--- src/rtl/sarf_pkg.sv ---
// ----------------------------------------------------------------------------
// sarf_pkg - shared types and constants for the serial receive FIFO registers
// Register offsets, transaction kinds, character codes and the control and
// status structs passed between the top level and the FIFO cell chain.
// ----------------------------------------------------------------------------
package sarf_pkg;

	localparam int unsigned FIFO_DEPTH = 16;
	localparam int unsigned CNT_W      = $clog2(FIFO_DEPTH + 1);

	localparam logic [1:0] KIND_RX    = 2'd0;
	localparam logic [1:0] KIND_READ  = 2'd1;
	localparam logic [1:0] KIND_WRITE = 2'd2;

	localparam logic [1:0] OFS_DATA = 2'd0;
	localparam logic [1:0] OFS_STAT = 2'd1;
	localparam logic [1:0] OFS_CMD  = 2'd2;
	localparam logic [1:0] OFS_CTRL = 2'd3;

	localparam logic [7:0] STAT_RX_FULL = 8'h08;
	localparam logic [7:0] IDLE_BYTE    = 8'hFF;
	localparam logic [7:0] LF_CODE      = 8'h0A;
	localparam logic [7:0] CR_CODE      = 8'h0D;

	typedef struct packed {
		logic push;
		logic pop;
	} rx_ctrl_t;

	typedef struct packed {
		logic       empty;
		logic [7:0] head;
	} rx_stat_t;

endpackage

--- src/rtl/serial_acia_receive_fifo_registers.sv ---
// ----------------------------------------------------------------------------
// serial_acia_receive_fifo_registers - serial interface registers, RX FIFO
// Each input transaction is a received character, a bus read or a bus write,
// and yields exactly one result transaction. Received characters go into a
// 16-byte FIFO held in a chain of byte cells (oldest dropped when full) and
// raise the interrupt. A data read pops the oldest byte, returns line feed as
// carriage return, gives 0xFF when empty, and clears the interrupt. Status
// reads 0x08 while data is held; command and control read back as written;
// a data write emits a transmit byte. The block takes one transaction per
// cycle; its result appears in the output register on the following cycle.
// The throughput is set by the FIFO chain, which shifts all cells together,
// and by the one-deep output register: input is stalled only while a
// result sits unaccepted and the output side is stalled.
// ----------------------------------------------------------------------------
module serial_acia_receive_fifo_registers
	import sarf_pkg::*;
(
	input  logic       clk,
	input  logic       arst_n,
	input  logic       in_valid,
	output logic       in_stall,
	input  logic [1:0] kind,
	input  logic [1:0] reg_offset,
	input  logic [7:0] write_value,
	input  logic [7:0] rx_char,
	output logic       out_valid,
	input  logic       out_stall,
	output logic [7:0] read_value,
	output logic       irq_line,
	output logic       tx_valid,
	output logic [7:0] tx_byte
);

	rx_ctrl_t   ctrl;
	rx_stat_t   stat;
	logic       in_fire;
	logic       is_read;
	logic       is_write;
	logic       irq_q;
	logic       irq_next;
	logic [7:0] command_q;
	logic [7:0] control_q;
	logic [7:0] rd_byte;
	logic [7:0] pop_byte;

	logic       out_valid_q;
	logic [7:0] read_value_q;
	logic       irq_line_q;
	logic       tx_valid_q;
	logic [7:0] tx_byte_q;

	// a transaction enters whenever the output register is free or draining
	assign in_stall = out_valid_q && out_stall;
	assign in_fire  = in_valid && !in_stall;

	assign is_read  = (kind == KIND_READ);
	assign is_write = (kind == KIND_WRITE);

	assign ctrl.push = in_fire && (kind == KIND_RX);
	assign ctrl.pop  = in_fire && is_read && (reg_offset == OFS_DATA) && !stat.empty;

	sarf_chain u_chain (
		.clk     (clk),
		.arst_n  (arst_n),
		.ctrl    (ctrl),
		.rx_byte (rx_char),
		.stat    (stat)
	);

	// line feed is handed to the host as carriage return
	assign pop_byte = (stat.head == LF_CODE) ? CR_CODE : stat.head;

	always_comb begin
		rd_byte = IDLE_BYTE;
		if (is_read) begin
			case (reg_offset)
				OFS_DATA: rd_byte = stat.empty ? IDLE_BYTE : pop_byte;
				OFS_STAT: rd_byte = stat.empty ? 8'h00 : STAT_RX_FULL;
				OFS_CMD:  rd_byte = command_q;
				OFS_CTRL: rd_byte = control_q;
				default:  rd_byte = IDLE_BYTE;
			endcase
		end
	end

	// push sets the interrupt, a successful data pop clears it
	always_comb begin
		irq_next = irq_q;
		if (ctrl.push) begin
			irq_next = 1'b1;
		end else if (ctrl.pop) begin
			irq_next = 1'b0;
		end
	end

	always_ff @(posedge clk or negedge arst_n) begin
		if (!arst_n) begin
			irq_q     <= 1'b0;
			command_q <= 8'h00;
			control_q <= 8'h00;
		end else if (in_fire) begin
			irq_q <= irq_next;
			if (is_write && (reg_offset == OFS_CMD)) begin
				command_q <= write_value;
			end
			if (is_write && (reg_offset == OFS_CTRL)) begin
				control_q <= write_value;
			end
		end
	end

	// result register
	always_ff @(posedge clk or negedge arst_n) begin
		if (!arst_n) begin
			out_valid_q <= 1'b0;
		end else if (in_fire) begin
			out_valid_q <= 1'b1;
		end else if (!out_stall) begin
			out_valid_q <= 1'b0;
		end
	end

	always_ff @(posedge clk) begin
		if (in_fire) begin
			read_value_q <= rd_byte;
			irq_line_q   <= irq_next;
			tx_valid_q   <= is_write && (reg_offset == OFS_DATA);
			tx_byte_q    <= (is_write && (reg_offset == OFS_DATA)) ? write_value : 8'h00;
		end
	end

	assign out_valid  = out_valid_q;
	assign read_value = read_value_q;
	assign irq_line   = irq_line_q;
	assign tx_valid   = tx_valid_q;
	assign tx_byte    = tx_byte_q;

	// the chain is never popped while it holds nothing
	a_no_pop_empty: assert property (@(posedge clk) disable iff (!arst_n)
		ctrl.pop |-> !stat.empty)
		else $error("FIFO pop while empty");

	// a received character always leaves the interrupt raised in its result
	a_rx_irq: assert property (@(posedge clk) disable iff (!arst_n)
		ctrl.push |=> (out_valid_q && irq_line_q))
		else $error("interrupt not raised after receive");

	// a transmit result is never a bus read
	a_tx_not_read: assert property (@(posedge clk) disable iff (!arst_n)
		(out_valid_q && tx_valid_q) |-> (read_value_q == IDLE_BYTE))
		else $error("transmit result carries read data");

	// a data pop clears the interrupt, even with bytes left
	a_irq_clear: assert property (@(posedge clk) disable iff (!arst_n)
		ctrl.pop |=> !irq_q)
		else $error("interrupt not cleared by data read");

endmodule

--- src/rtl/sarf_cell.sv ---
// ----------------------------------------------------------------------------
// sarf_cell - one byte slot of the receive FIFO chain
// Loads a new character, or takes the byte of its neighbor toward the tail.
// ----------------------------------------------------------------------------
module sarf_cell
	import sarf_pkg::*;
(
	input  logic       clk,
	input  logic       load,
	input  logic       shift,
	input  logic [7:0] new_byte,
	input  logic [7:0] next_byte,
	output logic [7:0] data
);

	logic [7:0] data_q;

	// load wins: the tail cell of a full chain both shifts and loads
	always_ff @(posedge clk) begin
		if (load) begin
			data_q <= new_byte;
		end else if (shift) begin
			data_q <= next_byte;
		end
	end

	assign data = data_q;

endmodule

--- src/rtl/sarf_chain.sv ---
// ----------------------------------------------------------------------------
// sarf_chain - receive FIFO built as a row of shifting byte cells
// Cell 0 holds the oldest byte. A pop moves every byte one cell toward the
// head; a push writes the first free cell, or drops the oldest when full.
// ----------------------------------------------------------------------------
module sarf_chain
	import sarf_pkg::*;
(
	input  logic       clk,
	input  logic       arst_n,
	input  rx_ctrl_t   ctrl,
	input  logic [7:0] rx_byte,
	output rx_stat_t   stat
);

	logic [CNT_W-1:0] count_q;
	logic [7:0]       cell_data [FIFO_DEPTH];
	logic             full;
	logic             shift;

	assign full  = (count_q == CNT_W'(FIFO_DEPTH));
	assign shift = ctrl.pop || (ctrl.push && full);

	for (genvar i = 0; i < FIFO_DEPTH; i++) begin : g_cell
		logic       load;
		logic [7:0] next_byte;

		if (i == FIFO_DEPTH - 1) begin : g_tail
			assign load      = ctrl.push && (full || (count_q == CNT_W'(i)));
			assign next_byte = 8'h00;
		end else begin : g_body
			assign load      = ctrl.push && !full && (count_q == CNT_W'(i));
			assign next_byte = cell_data[i+1];
		end

		sarf_cell u_cell (
			.clk       (clk),
			.load      (load),
			.shift     (shift),
			.new_byte  (rx_byte),
			.next_byte (next_byte),
			.data      (cell_data[i])
		);
	end

	always_ff @(posedge clk or negedge arst_n) begin
		if (!arst_n) begin
			count_q <= '0;
		end else if (ctrl.push && !full) begin
			count_q <= count_q + CNT_W'(1);
		end else if (ctrl.pop) begin
			count_q <= count_q - CNT_W'(1);
		end
	end

	assign stat.empty = (count_q == '0);
	assign stat.head  = cell_data[0];

endmodule

--- config.mk ---
export PLATFORM = sky130hd
export DESIGN_NAME = serial_acia_receive_fifo_registers
export DESIGN_NICKNAME = d
export VERILOG_FILES = /design/src/rtl/sarf_pkg.sv /design/src/rtl/serial_acia_receive_fifo_registers.sv /design/src/rtl/sarf_cell.sv /design/src/rtl/sarf_chain.sv
export SDC_FILE = /design/constraint.sdc
export NUM_CORES = 1
export LEC_CHECK = 0
export BUFFER_PORTS_ARGS = -buffer_cell sky130_fd_sc_hd__buf_2
export CORE_MARGIN = 2
export CORE_UTILIZATION = 55
export CTS_CLUSTER_DIAMETER = 40
export DETAILED_ROUTE_END_ITERATION = 7
export PLACE_DENSITY = 0.76
export SKIP_LAST_GASP = 1
export SLEW_MARGIN = 10
export SYNTH_ARGS = -nofsm -noshare
export SYNTH_HDL_FRONTEND = slang
export SYNTH_SLANG_ARGS = --single-unit
--- constraint.sdc ---
create_clock -name clk -period 2.4 [get_ports clk]
set_clock_uncertainty 0.15 [all_clocks]
set_input_delay 0.12 -clock clk [delete_from_list [all_inputs] [get_ports clk]]
set_output_delay 0.12 -clock clk [all_outputs]
set_load 0.005 [all_outputs]
==> out/metrics.yaml, run 1 <==
finalHoldViolCount: 0
drtIter0Drc: 237
postCtsSetupBuffers: 0
first_pass_iters: 4
p_per_area_nw_per_um2: 807
yosysTopAreaCell: "edfxtp_1"
syn_area_sq_um: 7580
peakVddDrop_v: 0.000584
place_congestion: 0.848
antenna-diode-count: 0
worstPathArrival_ns: 2.23
ys_seq_area_share_pct: 65.4
fillers: 918
grt_pass1_wl_um: 22800
p_total_mw: 7.20
max_freq_mhz: 438
final_antenna_net_count: 0
synth_cell_types: 43
die_h_um: 121
synth_edf_count: 146
pre_cts_ws_ns: 0.0379
syn_to_final_growth_pct: 17.7
multi_input_area_sq_um: 2520
register_area_sq_um: 4960
ioPinCount: 44
maxSlewHeadroom_pct: 61.6
netlist_top_cells_count: "edfxtp_1 (146), mux2_2 (139), dfrtp_1 (23)"
finalCriticalPeriod_ns: 2.28
setup_tns_ns: 0
port_buffers: 43
grt_use_met2_pct: 34.6
syn-mean-instance-area_sq_um: 16.1
avgViaCountPerCell: 5.67
gr-max-usage-layer: "met2"
clock_latency_ns: 0.42
grtUsageMet1_pct: 26.4
initial_core_util_pct: 56.8
drv_slew: 0
startpoint_type: "flip-flop"
cp-startpoint: "u_chain.count_q[1]"
synth_ff_type: "edfxtp_1"
placed_area_sq_um: 8160
synth_cells: 472
fin_hold_ws_ns: 0.0202
rr_startpoint: "u_chain.count_q[1]"
synthTopCellsByArea: "edfxtp_1 (58%), mux2_2 (21%), dfrtp_1 (7.6%)"
core-area_sq_um: 13300
antenna_found_initial: 0
yosysMostFrequentCell: "edfxtp_1"
tritoncts: "built"
status: "complete, no violations"
clk_pin_slew_worst_paths_ns: 0.06
drive_gt1_share_pct: 47.9
grt_pass1_vias: 4403
die_area_sq_um: 14700
crit_fanout: 8
p_leak_nw: 3.26
critPathRequiredTime_ns: 2.35
ys_seq_elements: 169
die_x_um: 121
h-tree-depth: 4
route.detailed.drc: 0
dp_cells: 697
via_count: 4196
finalSetupViolCount: 0
synth_fp_nets: 501
hold_start: "reg_offset[1]"
cts-buffers-inserted: 17
r2r_cells: 7
rrSetupSlack_ns: 0.12
row_count: 42
grt_max_degree: 24
r2r-end: "u_chain.g_cell[0].u_cell.data[7]"
max_cap_violations: 0
whs_path_depth: 3
grtUsageMet3_pct: 5.50
finalCritPeriodShare_pct: 95.1
grt_usage_pct: 20.6
critPathKind: "flip-flop to flip-flop"
cts_sinks: 169
root_buffer: "clkbuf_16"
rsz0062_at_grt: "true"
fin_ws_ns: 0.119
cts_buffer_depth: 2
finalNetCount: 580
hpwl_um: 9180
holdPathEnd: "read_value[2]"
worstMarginPinSlew_ns: 0.575
min_path_type: "input pin to flip-flop"
ys_async_sr_fraction_pct: 13.6
routedWlPerCell_um: 18.9
overflow: 0
fin_area_sq_um: 8920
stdcell_count: 740
yosys_warnings: 0
wl_um: 14000
synth_top_cell_area_share_pct: 57.8
endpoint_kind: "flip-flop"
final_util_pct: 66.8
==> state kept, by name (all words and copies together) (netlist names) <==
name and flops:
read_value 8, irq_line 1, out_valid 1, u_chain.g_cell.u_cell.data 128, irq_q 1, tx_byte 8
command_q 8, tx_valid 1, u_chain.count_q 5, control_q 8
==> cell families after synthesis <==
kind of cell	after synthesis	share of synthesized area, %
AO/OA/AOI/OAI	25	2.28
XOR/XNOR	4	0.462
adder cells (fa/ha/maj)	5	0.825
buffers and inverters	31	1.82
flip-flops	169	65.4
multiplexers	139	20.6
AND/OR/NAND/NOR	99	8.56
==> timing repair <==
item | 4_1_cts | 5_1_grt
hold endpoints to repair | 48 | 0
resized for setup | 0 | 13
endpoints found under the setup margin | 0 | 136
hold buffers | 11 | 0
==> worst max path at each step <==
stage	to	slack, ns	cells after the start
4_1_cts	u_chain.g_cell[15].u_cell.data[5]	0.02	7
3_3_place_gp	u_chain.g_cell[15].u_cell.data[6]	0.14	7
2_1_floorplan	u_chain.g_cell[10].u_cell.data[0]	0.04	7
3_5_place_dp	u_chain.g_cell[15].u_cell.data[0]	0.04	7
6_report	u_chain.g_cell[0].u_cell.data[7]	0.12	7
5_1_grt	u_chain.g_cell[5].u_cell.data[1]	-0.06	7
==> final cells by class <==
| class | instances | share of cell area (%) |
|---|---|---|
| clock inverter | 4 | 0.533 |
| multi-input combinational | 272 | 28.2 |
| inverter | 3 | 0.126 |
| tap | 176 | 2.47 |
| sequential | 169 | 55.6 |
| clock buffer | 28 | 6.39 |
| timing repair buffer | 88 | 6.65 |
==> cells in the final DEF, fill, tap and decap left out, types with 4 or more instances in the layout <==
cell type,n
edfxtp_1,146
mux2_2,139
buf_2,43
buf_4,33
dfrtp_1,23
clkbuf_16,20
and2_1,19
nand3_1,17
dlygate4sd3_1,11
nand2_2,9
nand2_1,9
nand2b_1,7
nor2_1,6
o211ai_1,6
o21ai_0,6
ha_1,5
nand3_2,4
xnor2_1,4
clkbuf_8,4
clkbuf_1,4
==> per-layer routing <==
layer	vias to the layer above	part of all wire, %
li1	1972	-
met1	2122	44
met2	91	51
met3	11	3.6
met4	0	1.2
met5	-	0
==> report_power, final <==
part / switching [mW] / internal [mW]
Sequential: 0.134 / 3.40
Combinational: 0.470 / 0.434
Clock: 1.04 / 1.72
Total: 1.65 / 5.56
==> critical path, cell delays in order, from the launching register on <==
cell and delay, ns:
dfrtp_1 0.37, inv_1 0.12, ha_1 0.19, nor4b_2 0.22, and3b_1 0.21, o21ai_1 0.23, buf_4 0.23, nand2b_1 0.24
Power figures use the tool's default switching activity.
==> run 2: changes to the inputs <==
--- a/config.mk
+++ b/config.mk
@@ -11,5 +11,7 @@
 export CTS_CLUSTER_DIAMETER = 40
 export DETAILED_ROUTE_END_ITERATION = 7
+export HOLD_SLACK_MARGIN = 0.03
 export PLACE_DENSITY = 0.76
+export REMOVE_ABC_BUFFERS = 1
 export SKIP_LAST_GASP = 1
 export SLEW_MARGIN = 10
==> constraint.sdc (replaced) <==
create_clock -name clk -period 2.4 [get_ports clk]
set_clock_uncertainty 0.15 [all_clocks]
set_input_delay 0.12 -clock clk [delete_from_list [all_inputs] [get_ports clk]]
set_output_delay 0.12 -clock clk [all_outputs]
set_load 0.1 [all_outputs]
==> out/metrics.yaml, run 2 (synthesis results as in run 1) <==
cts-buffers-inserted: 17
drtIter0Drc: 304
h-tree-depth: 4
antenna-diode-count: 0
grt_max_degree: 24
postCtsSetupBuffers: 0
via_count: 4226
worstPathArrival_ns: 2.22
fin_ws_ns: 0.137
critPathKind: "flip-flop to flip-flop"
r2r_cells: 7
p_per_area_nw_per_um2: 800
drv_slew: 0
multi_input_area_sq_um: 2530
peakVddDrop_v: 0.000496
finalCriticalPeriod_ns: 2.26
fillers: 945
max_cap_violations: 0
die_h_um: 121
initial_core_util_pct: 56.8
final_antenna_net_count: 0
p_leak_nw: 3.22
finalNetCount: 579
rsz0062_at_grt: "true"
final_common_cell: "edfxtp_1"
antenna_found_initial: 0
register_area_sq_um: 4960
grt_pass1_vias: 4339
grt_usage_pct: 20.2
wl_um: 13700
cts_sinks: 169
tritoncts: "built"
pre_cts_ws_ns: -0.0512
critPathRequiredTime_ns: 2.36
route.detailed.drc: 0
die_area_sq_um: 14700
fin_area_sq_um: 8830
syn_to_final_growth_pct: 16.5
first_pass_iters: 5
routedWlPerCell_um: 18.6
cts_buffer_depth: 2
endpoint_kind: "flip-flop"
clock_latency_ns: 0.43
maxSlewHeadroom_pct: 51.9
hpwl_um: 9410
ioPinCount: 44
finalCritPeriodShare_pct: 94.3
crit_fanout: 8
worstMarginPinSlew_ns: 0.712
clk_pin_slew_worst_paths_ns: 0.06
die_x_um: 121
overflow: 0
finalSetupViolCount: 0
status: "complete, no violations"
grt_pass1_wl_um: 22400
placed_area_sq_um: 8140
drive_gt1_share_pct: 48.3
min_path_type: "input pin to asynchronous set/reset pin"
startpoint_type: "flip-flop"
final_cell_mix: "edfxtp_1 (146), mux2_2 (139), buf_2 (43)"
root_buffer: "clkbuf_16"
largest_reg_flops: 128
row_count: 42
max_freq_mhz: 442
place_congestion: 0.842
core-area_sq_um: 13300
avgViaCountPerCell: 5.72
port_buffers: 43
finalHoldViolCount: 0
[run 2: worst max-delay path, stage by stage, from the launching register on]
cell and delay [ns]:
dfrtp_1 0.38, inv_1 0.11, ha_1 0.18, nor4b_2 0.22, and3b_1 0.23, o21ai_1 0.19
buf_4 0.23, nand2b_1 0.26
[run 2: layout make-up]
cell class,instances,share of cell area [%]
clock buffer,17,4.82
clock inverter,15,1.33
inverter,3,0.127
multi-input combinational,272,28.6
sequential,169,56.1
tap,176,2.49
timing repair buffer,87,6.49
[run 2: path summary, 6_finish.rpt]
| check | slack [ns] | end | start |
|---|---|---|---|
| min in group clk | 0.06 | read_value[2] | reg_offset[1] |
| worst max register to register | 0.14 | u_chain.g_cell[13].u_cell.data[1] | u_chain.count_q[0] |
| max in group asynchronous | 1.70 | command_q[3] | arst_n |
| worst min-delay path | 0.05 | control_q[6] | arst_n |
| worst max-delay path | 0.14 | u_chain.g_cell[13].u_cell.data[1] | u_chain.count_q[0] |
| worst min register to register | 0.33 | irq_q | irq_q |
[run 2: power by group]
part / internal, mW / switching (mW)
logic: 0.441 / 0.623
clock network: 1.34 / 1.17
registers: 3.40 / 0.102
total: 5.18 / 1.89
[run 2: layer usage]
| layer | global-route usage, % | share of wire (%) |
|---|---|---|
| met1 | 25.5 | 43 |
| met2 | 34.0 | 51 |
| met5 | 0 | 0 |
| met3 | 4.32 | 4.2 |
| met4 | 8.48 | 2.1 |
[run 2: stage by stage]
step	util (%)	power (mW)	instances	hold slack, ns	setup TNS [ns]
floorplan	-	4.19	444	-0.326	-135.05
global placement	61.0	4.55	696	-0.0287	0
detailed placement	61.0	4.59	696	-0.0278	-0.409
CTS	65.9	7.10	739	0.0433	0
global route	66.2	7.34	739	0.0880	-2.65
finish	66.2	7.07	739	0.0518	0
[run 2: timing repair]
action,in CTS,in global routing
setup endpoints to repair,8,144
resized for setup,1,13
hold buffers,11,0
endpoints found under the hold margin,48,0
cloned,0,0
==> run 3: changes to the inputs <==
- CORE_UTILIZATION: 55 -> 65
- PLACE_DENSITY: 0.76 -> 0.84
- clock period: 2.4 -> 2.8 ns (I/O delays scaled with it)
==> out/metrics.yaml, run 3 (synthesis results as in run 1) <==
stdcell_count: 683
dp_cells: 640
p_leak_nw: 3.12
drive_gt1_share_pct: 43.9
drtIter0Drc: 266
cts_sinks: 169
grt_max_degree: 24
wl_um: 14300
finalCriticalPeriod_ns: 2.52
grt_pass1_wl_um: 23000
via_count: 4191
finalSetupViolCount: 0
tritoncts: "built"
grtUsageMet3_pct: 5.01
routedWlPerCell_um: 20.9
die_h_um: 112
critPathRequiredTime_ns: 2.73
slowest_delay_ns: 0.60
antenna-diode-count: 0
grt_pass1_vias: 4376
row_count: 39
h-tree-depth: 4
clock_latency_ns: 0.42
initial_core_util_pct: 66.4
critical_path.top_delay_family: "simple AND/OR/NAND/NOR gates"
die_area_sq_um: 12500
gr-max-usage-layer: "met2"
syn_to_final_growth_pct: 13.4
critPathKind: "flip-flop to flip-flop"
avgViaCountPerCell: 6.14
peakVddDrop_v: 0.000467
p_per_area_nw_per_um2: 700
place_congestion: 0.924
hpwl_um: 9120
max_freq_mhz: 397
startpoint_type: "flip-flop"
core-area_sq_um: 11400
rsz0062_at_grt: "false"
fin_area_sq_um: 8600
cts_buffer_depth: 2
grt_use_met2_pct: 41.7
largest_reg_flops: 128
antenna_found_initial: 0
fin_hold_ws_ns: 0.109
port_buffers: 43
endpoint_kind: "flip-flop"
critical_path_buf_inv_count: 1
min_path_type: "input pin to asynchronous set/reset pin"
finalHoldViolCount: 0
crit_fanout: 12
finalNetCount: 556
max_cap_violations: 0
ioPinCount: 44
cts-buffers-inserted: 17
die_x_um: 112
drv_slew: 0
pre_cts_ws_ns: 0.267
grt_usage_pct: 24.1
finalCritPeriodShare_pct: 90.0
first_pass_iters: 5
final_cell_mix: "edfxtp_1 (146), mux2_2 (139), buf_2 (43)"
cpMaxStageDelayCell: "dfrtp_1"
grtUsageMet1_pct: 30.2
maxSlewHeadroom_pct: 52.2
clk_pin_slew_worst_paths_ns: 0.06
postCtsSetupBuffers: 0
overflow: 0
fin_ws_ns: 0.279
status: "complete, no violations"
worstPathCellList: "nor2b_1 -> buf_4 -> and4b_1 -> nand2b_1"
worstMarginPinSlew_ns: 0.716
route.detailed.drc: 0
root_buffer: "clkbuf_16"
worstPathArrival_ns: 2.45
final_antenna_net_count: 0
final_common_cell: "edfxtp_1"
placed_area_sq_um: 7930
run 3: changes by cell type in the layout (fill, tap and decap cells not counted), sizes merged:
cell	before	now
buf	76	53
bufinv	0	1
clkbuf	17	20
clkinv	5	9
clkinvlp	3	2
inv	10	3
run 3: power breakdown:
group,total [mW],switching [mW],internal [mW]
sequential,3.05,0.140,2.91
clock,2.19,0.927,1.26
combinational,0.780,0.478,0.302
run 3: stage by stage:
step           util (%)  setup TNS, ns  total power, mW
6_report           75.3              0             6.02
5_1_grt            75.3              0             6.23
4_1_cts            75.3              0             6.02
3_5_place_dp       69.4              0             3.84
3_3_place_gp       69.4              0             3.80
2_1_floorplan         -         -62.10             3.59
run 3: routing by layer:
| layer | share of wire (%) | routed length [um] | vias to the layer above |
|---|---|---|---|
| met4 | 2.3 | 323 | 0 |
| met1 | 41 | 5850 | 2149 |
| met5 | 0 | 0 | - |
| met2 | 53 | 7620 | 97 |
| met3 | 3.2 | 455 | 33 |
| li1 | - | - | 1912 |
run 3: worst paths after layout:
kind | startpoint | endpoint | slack (ns) | cells past startpoint
min in group clk | reg_offset[1] | read_value[2] | 0.11 | 3
setup reg to reg | u_chain.count_q[2] | u_chain.g_cell[4].u_cell.data[2] | 0.28 | 4
hold / removal | arst_n | control_q[0] | 0.11 | 2
max in group asynchronous | arst_n | command_q[2] | 2.02 | 2
setup / recovery | u_chain.count_q[2] | u_chain.g_cell[4].u_cell.data[2] | 0.28 | 4
hold reg to reg | irq_q | irq_q | 0.33 | 1
run 3: cell type report:
type | instances | area (sq um)
clock inverter | 12 | 101
inverter | 3 | 11.3
tap | 143 | 179
fill | 675 | 2820
timing repair buffer | 64 | 400
multi-input combinational | 272 | 2490
sequential | 169 | 4960
clock buffer | 20 | 457
run 3: what timing repair did:
| item | 4_1_cts | 5_1_grt |
|---|---|---|
| resized for setup | 0 | 1 |
| setup endpoints to repair | 0 | 64 |
| endpoints found under the hold margin | 48 | 0 |
| hold buffers | 11 | 0 |
